`src/rtl/plo_pkg.sv`:
```
// plo_pkg: shared widths, register indexes and light mode codes
// for the pixel light overlay; no dependencies
package plo_pkg;

   localparam int COORD_W    = 16;   // signed coordinate half of a point register
   localparam int PIX_W      = 12;   // pixel index bits
   localparam int FRAC_W     = 8;    // fraction bits of a distance
   localparam int DIF_W      = 18;   // signed coordinate difference
   localparam int PROD_W     = 2 * DIF_W;
   localparam int CROSS_W    = PROD_W + 1;
   localparam int SQ_PAIRS   = 18;
   localparam int SQ_W       = 2 * SQ_PAIRS;
   localparam int ROOT_STEPS = SQ_PAIRS + FRAC_W;
   localparam int ROOT_W     = ROOT_STEPS;
   localparam int REM_W      = ROOT_W + 3;
   localparam int CSR_IDX_W  = 4;

   typedef enum logic [CSR_IDX_W-1:0] {
      CSR_LIGHT_MODE  = 4'd0,
      CSR_LAMP        = 4'd1,
      CSR_APEX_B      = 4'd2,
      CSR_APEX_C      = 4'd3,
      CSR_EDGE_START  = 4'd4,
      CSR_EDGE_END    = 4'd5,
      CSR_STRENGTH    = 4'd6,
      CSR_FALLOFF     = 4'd7
   } csr_index_type;

   typedef enum logic [1:0] {
      MODE_RAY   = 2'd0,
      MODE_FLASH = 2'd1,
      MODE_BALL  = 2'd2
   } light_mode_type;

   localparam logic [1:0]  MODE_RESET     = 2'd1;
   localparam logic [7:0]  STRENGTH_RESET = 8'd128;
   localparam logic [15:0] FALLOFF_RESET  = 16'd400;
   localparam logic [7:0]  MAX_V          = 8'd255;

endpackage

```
`src/rtl/plo_root_pipe.sv`:
```
// plo_root_pipe: pipelined digit-by-digit square root, one result bit per stage
// depends on plo_pkg
module plo_root_pipe
   import plo_pkg::*;
(
   input  logic              clock,
   input  logic              en,
   input  logic [SQ_W-1:0]   sq,
   output logic [ROOT_W-1:0] root
);

   logic [SQ_W-1:0]   sq_ff   [ROOT_STEPS];
   logic [REM_W-1:0]  rem_ff  [ROOT_STEPS];
   logic [ROOT_W-1:0] root_ff [ROOT_STEPS];

   logic [SQ_W-1:0]   sq_in   [ROOT_STEPS];
   logic [REM_W-1:0]  rem_in  [ROOT_STEPS];
   logic [ROOT_W-1:0] root_in [ROOT_STEPS];

   always_comb begin
      logic [SQ_W-1:0]   s;
      logic [REM_W-1:0]  r;
      logic [ROOT_W-1:0] q;
      logic [REM_W-1:0]  rt;
      logic [REM_W-1:0]  trial;
      for (int j = 0; j < ROOT_STEPS; j++) begin
         if (j == 0) begin
            s = sq;
            r = '0;
            q = '0;
         end else begin
            s = sq_ff[j-1];
            r = rem_ff[j-1];
            q = root_ff[j-1];
         end
         rt    = {r[REM_W-3:0], s[SQ_W-1 -: 2]};
         trial = {{(REM_W-ROOT_W-2){1'b0}}, q, 2'b01};
         sq_in[j] = s << 2;
         if (rt >= trial) begin
            rem_in[j]  = rt - trial;
            root_in[j] = {q[ROOT_W-2:0], 1'b1};
         end else begin
            rem_in[j]  = rt;
            root_in[j] = {q[ROOT_W-2:0], 1'b0};
         end
      end
   end

   always_ff @(posedge clock) begin
      if (en) begin
         for (int j = 0; j < ROOT_STEPS; j++) begin
            sq_ff[j]   <= sq_in[j];
            rem_ff[j]  <= rem_in[j];
            root_ff[j] <= root_in[j];
         end
      end
   end

   assign root = root_ff[ROOT_STEPS-1];

endmodule

```
`config.mk`:
```
export PLATFORM = sky130hd
export DESIGN_NAME = plo_root_pipe
export DESIGN_NICKNAME = d
export VERILOG_FILES = /design/src/rtl/plo_pkg.sv /design/src/rtl/plo_root_pipe.sv
export SDC_FILE = /design/constraint.sdc
export NUM_CORES = 2
export LEC_CHECK = 0
export BUFFER_PORTS_ARGS = -buffer_cell sky130_fd_sc_hd__buf_2
export CORE_ASPECT_RATIO = 0.6
export CORE_MARGIN = 3
export CORE_UTILIZATION = 40
export CTS_CLUSTER_DIAMETER = 60
export CTS_CLUSTER_SIZE = 16
export DETAILED_ROUTE_END_ITERATION = 16
export GPL_TIMING_DRIVEN = 0
export SLEW_MARGIN = 20
export SYNTH_ARGS = -nofsm -noshare
export SYNTH_HDL_FRONTEND = slang
export SYNTH_SLANG_ARGS = --single-unit
```
`constraint.sdc`:
```
create_clock -name clock -period 3.5 [get_ports clock]
set_clock_uncertainty 0.05 [all_clocks]
set_input_delay 0 -clock clock [delete_from_list [all_inputs] [get_ports clock]]
set_output_delay 0 -clock clock [all_outputs]
set_load 0.01 [all_outputs]
```
# Yosys cells after proc, flatten, opt, wreduce, memory -nomap -nowiden
# Memories as Yosys holds them, arrays and structs flattened.
# Cells that the tools add are included.
[word_totals]
output_inout_bits = 26
n_memories = 3
latch_bits = 0
romBits = 0
word_cells = 109
reg_bits = 0
inputBits = 38
mem_bits_rw = 2314
[op_classes]
n_addsub = 26
n_div = 0
reduce_logical = 0
shift = 0
multipliers = 0
magnitude_cmp = 26
n_mux = 54
n_eq_ne = 0
bitwise_logic = 0
[mem_list]
columns = ["memory", "depth", "width", "rd", "rd_ports_with_merged_regs", "write_ports", "line", "source"]
rows = [
  ["sq_ff", 26, 34, 25, 0, 26, "plo_root_pipe.sv:12", "logic [SQ_W-1:0] sq_ff [ROOT_STEPS];"],
  ["rem_ff", 26, 29, 25, 0, 26, "plo_root_pipe.sv:13", "logic [REM_W-1:0] rem_ff [ROOT_STEPS];"],
  ["root_ff", 26, 26, 26, 0, 26, "plo_root_pipe.sv:14", "logic [ROOT_W-1:0] root_ff [ROOT_STEPS];"],
]
[op_table]
columns = ["op", "count"]
rows = [
  ["2-to-1 mux 29 bit", 26],
  [">= comparator 29 x 28 -> 1 bit", 25],
  ["subtractor 29 x 28 -> 29 bit", 25],
  ["2-to-1 mux 1 bit", 28],
  ["subtractor 2 x 1 -> 3 bit (second input constant)", 1],
  [">= comparator 2 x 1 -> 1 bit (second input constant)", 1],
]

# Logic depth before layout (Yosys ltp)
# An unclocked memory read counts as a cell.
[depth]
depth_word = 3
depth_mapped = 13
mapped_depth_nobuf = 11

# Least setup slack after synthesis
# No wires, ideal clock.
[synth_path]
path_type = "flip-flop to flip-flop"
start = "mem rem_ff[1][215] in the netlist's numbering"
end = "mem rem_ff[1][248] in the netlist's numbering, data pin"
path_slack_ps = 200
setup_time_ps = 260
n_path_buf = 2
required_time_ps = 3190
path_stages_with_launch = 12
arrival_time_ps = 2990
period_less_slack_ps = 3300
cell_sequence = "edfxtp_1 -> ha_1 -> clkbuf_1 -> a2111oi_0 -> nand2_1 -> and4_1 -> o21ai_1 -> o21ai_0 -> a2111oi_0 -> nor2_1 -> buf_2 -> mux2_2"
[synth_rtl]
columns = ["element", "line"]
rows = [
  ["from (decl)", "plo_root_pipe.sv:13"],
]

==> impl_metrics.json <==
{
  "start_kind": "flip-flop",
  "path_clk_slew_ps": 70,
  "grt_max_degree": 153,
  "drt-pass1-iter-count": 8,
  "finalSetupTns_ps": 0,
  "antenna_found_initial": 3,
  "synth_cell_types": 83,
  "clk_latency_ps": 730,
  "criticalPathCategory": "reg2reg",
  "track_usage_pct": 16.5,
  "vdd_ir_drop_max_v": 0.000437,
  "viasPerCell": 5.37,
  "placed_cell_area_um2": 68400,
  "drt-initial-drc-count": 3815,
  "wirelength_um": 142000,
  "powerDensity_nw_per_um2": 583,
  "yosys_warnings": 0,
  "dieWidth_um": 527,
  "crit_path_max_fanout": 5,
  "reg2reg_slack_ps": 20,
  "highest_layer": "met4",
  "root_buffer": "clkbuf_16",
  "row_count": 113,
  "dr_wl_met2_um": 57600,
  "worst-path-buf-inv": 2,
  "drive_gt1_share_pct": 10.2,
  "core-area_um2": 160000,
  "fp.dieH_um": 318,
  "post_drt_wl_per_cell_um": 18.2,
  "synth_edf_count": 1289,
  "grt_pass1_wl_um": 224000,
  "path_cells": "or4_4 > or4b_4 > or4_4 > nor3_4 > o311ai_4 > nor3b_2 > inv_2 > buf_8 > nand4b_1 > xnor2_1",
  "cts.sinks": 1289,
  "cp_slowest_cell": "or4_4",
  "yosys-top-cells-area": "edfxtp_1 (59%), ha_1 (7.0%), xnor2_1 (3.5%), xor2_1 (3.0%), inv_1 (2.7%)",
  "cts-buffers-inserted": 100,
  "grt_overflow": 0,
  "async_flop_share_pct": 0,
  "vias": 41900,
  "power_mw": 42.8,
  "drtAntennaViolNets": 0,
  "synth-seq-area-share_pct": 59.5,
  "die_area_um2": 168000,
  "h-tree-depth": 3,
  "status": "finished, final reports clean",
  "path_delay_family": "simple AND/OR/NAND/NOR gates",
  "synth_area_per_cell_um2": 12.2,
  "nFillCells": 14400,
  "finalSetupViolCount": 0,
  "synth.largest_area_cell": "edfxtp_1",
  "fin_crit_sh_pct": 99.4,
  "period_minus_slack_ps": 3480,
  "slew_viol_final": 0,
  "portBuffers": 63,
  "cp.arrival_ps": 3900,
  "drv_cap": 0,
  "fmax_mhz": 287,
  "netlist_instances": 5339,
  "fin_nets": 6037,
  "grt_pass1_vias": 39800,
  "diodes": 0,
  "synth_seq_cells": 1289,
  "cts_tree": "built",
  "synthesis.area_um2": 65100,
  "finalHoldViolCount": 0,
  "drc": 0,
  "synth_top_area_share_pct": 59.5,
  "met3_length_um": 8370,
  "place_congestion": 0.881,
  "syn-num-nets": 5748,
  "cts_max_path_buffers": 3,
  "num_io_pins": 64,
  "ys.flop_type": "edfxtp_1",
  "max_slew.worst_pin.slew_ps": 1150,
  "dp_hpwl_um": 102000,
  "slew-limit-headroom_pct": 21.5,
  "cp_slowest_stage_delay_ps": 560,
  "cp_data_required_time_ps": 3920,
  "rsz0062_at_grt": "yes",
  "start_util_pct": 40.7,
  "area_delta_synth_final_pct": 12.9,
  "wl_met1_um": 74000,
  "end_kind": "flip-flop",
  "fin_area_um2": 73500,
  "cp_common_cell": "or4_4",
  "leakagePower_nw": 27.9,
  "hold_class": "in2reg"
}
[cell families after synthesis]
family,Yosys count,synth area share (%)
XOR/XNOR,481,6.47
other,1,0.00576
adder cells (fa/ha/maj),371,7.21
flip-flops,1289,59.5
buffers and inverters,579,3.50
AND/OR/NAND/NOR,1424,11.0
multiplexers,106,1.82
AO/OA/AOI/OAI,1088,10.5
[synthesized netlist by cell type (all sizes together), types with 12 or more instances]
master and instances:
edfxtp 1289, inv 465, ha 364, nand2 343, nor2 319, a21oi 299, o21ai 286, xnor2 258
xor2 223, nor3 150, a21o 108, nand3 101, mux2 98, nor4 81, o21a 81, clkbuf 71
nand2b 66, nand4 61, nor2b 54, or3 51, a211oi 49, buf 43, o21bai 41, o31ai 37
or2 37, a31oi 36, o211ai 31, or4 31, and3 26, and2 21, nand3b 17, a21boi 16
a2111oi 15, nor3b 14, nor4b 14, and4 12
[routing by layer]
metal / track usage, % / vias up
li1: - / 20300
met1: 26.7 / 20400
met2: 23.1 / 1089
met4: 3.25 / 0
met5: 0 / -
met3: 2.67 / 155
[where the power goes]
group | total (mW) | internal (mW) | switching (mW) | leakage (nW)
logic | 10.2 | 4.48 | 5.75 | 14.1
registers | 21.1 | 19.7 | 1.37 | 12.2
clock network | 11.5 | 5.97 | 5.57 | 1.53
[per-stage QoR]
stage	instances	util, %	hold WS [ps]	worst slack (ps)
after detailed placement	7539	42.7	128	-1460
after CTS	7778	45.5	199	1.51
after global routing	7799	46.0	241	-160
final	7799	46.0	261	20.5
after global placement	7529	42.6	127	-17970
after floorplan	5339	-	48.9	200
[layout by cell type, fill, tap and decap left out, types with 21 or more instances in the layout]
cell,Yosys,routed
a211oi_1,48,34
a21o_1,108,108
a21oi_1,299,291
a31oi_1,36,31
and2_1,21,21
and3_1,26,25
buf_2,8,70
buf_4,26,76
clkbuf_1,71,47
clkbuf_16,0,103
dlygate4sd3_1,0,74
edfxtp_1,1289,1289
ha_1,364,360
inv_1,464,464
mux2_2,98,98
nand2_1,343,341
nand2b_1,66,66
nand3_1,101,96
nand4_1,61,61
nor2_1,319,311
nor2b_1,54,54
nor3_1,149,146
nor4_1,81,68
o211ai_1,31,31
o21a_1,81,81
o21ai_0,281,270
o21bai_1,41,39
o31ai_1,37,32
or2_2,37,37
or3_1,51,51
or4_1,30,29
xnor2_1,258,255
xor2_1,223,223
[timing repair]
item	4_1_cts	5_1_grt
gates cloned	0	2
buffers inserted	24	22
pin swaps	11	23
resized for setup	94	130
hold buffers	74	0
endpoints found under the hold margin	204	0
setup endpoints to repair	316	344
[final cells by class]
| cell class | count | area [um^2] | area share, % |
|---|---|---|---|
| Clock inverter | 38 | 599 | 0.815 |
| Buffer | 106 | 621 | 0.844 |
| Inverter | 465 | 1750 | 2.37 |
| Sequential cell | 1289 | 38700 | 52.7 |
| Clock buffer | 108 | 2550 | 3.47 |
| Timing Repair Buffer | 195 | 1750 | 2.39 |
| Tap cell | 2127 | 2660 | 3.62 |
| Multi-Input combinational cell | 3471 | 24900 | 33.8 |
[worst paths after layout]
| check | cells past startpoint | startpoint | endpoint |
|---|---|---|---|
| setup / recovery | 10 | rem_ff[0][274] | rem_ff[0][316] |
| hold / removal | 2 | en | sq_ff[0][8] |
| setup reg to reg | 10 | rem_ff[0][274] | rem_ff[0][316] |
| hold reg to reg | 0 | sq_ff[0][3] | sq_ff[0][39] |
[flip-flops by register name (all words and copies together), names as in the netlist]
register and flops:
root_ff 351, rem_ff 632, sq_ff 306
(Power assumes the default switching activity.)
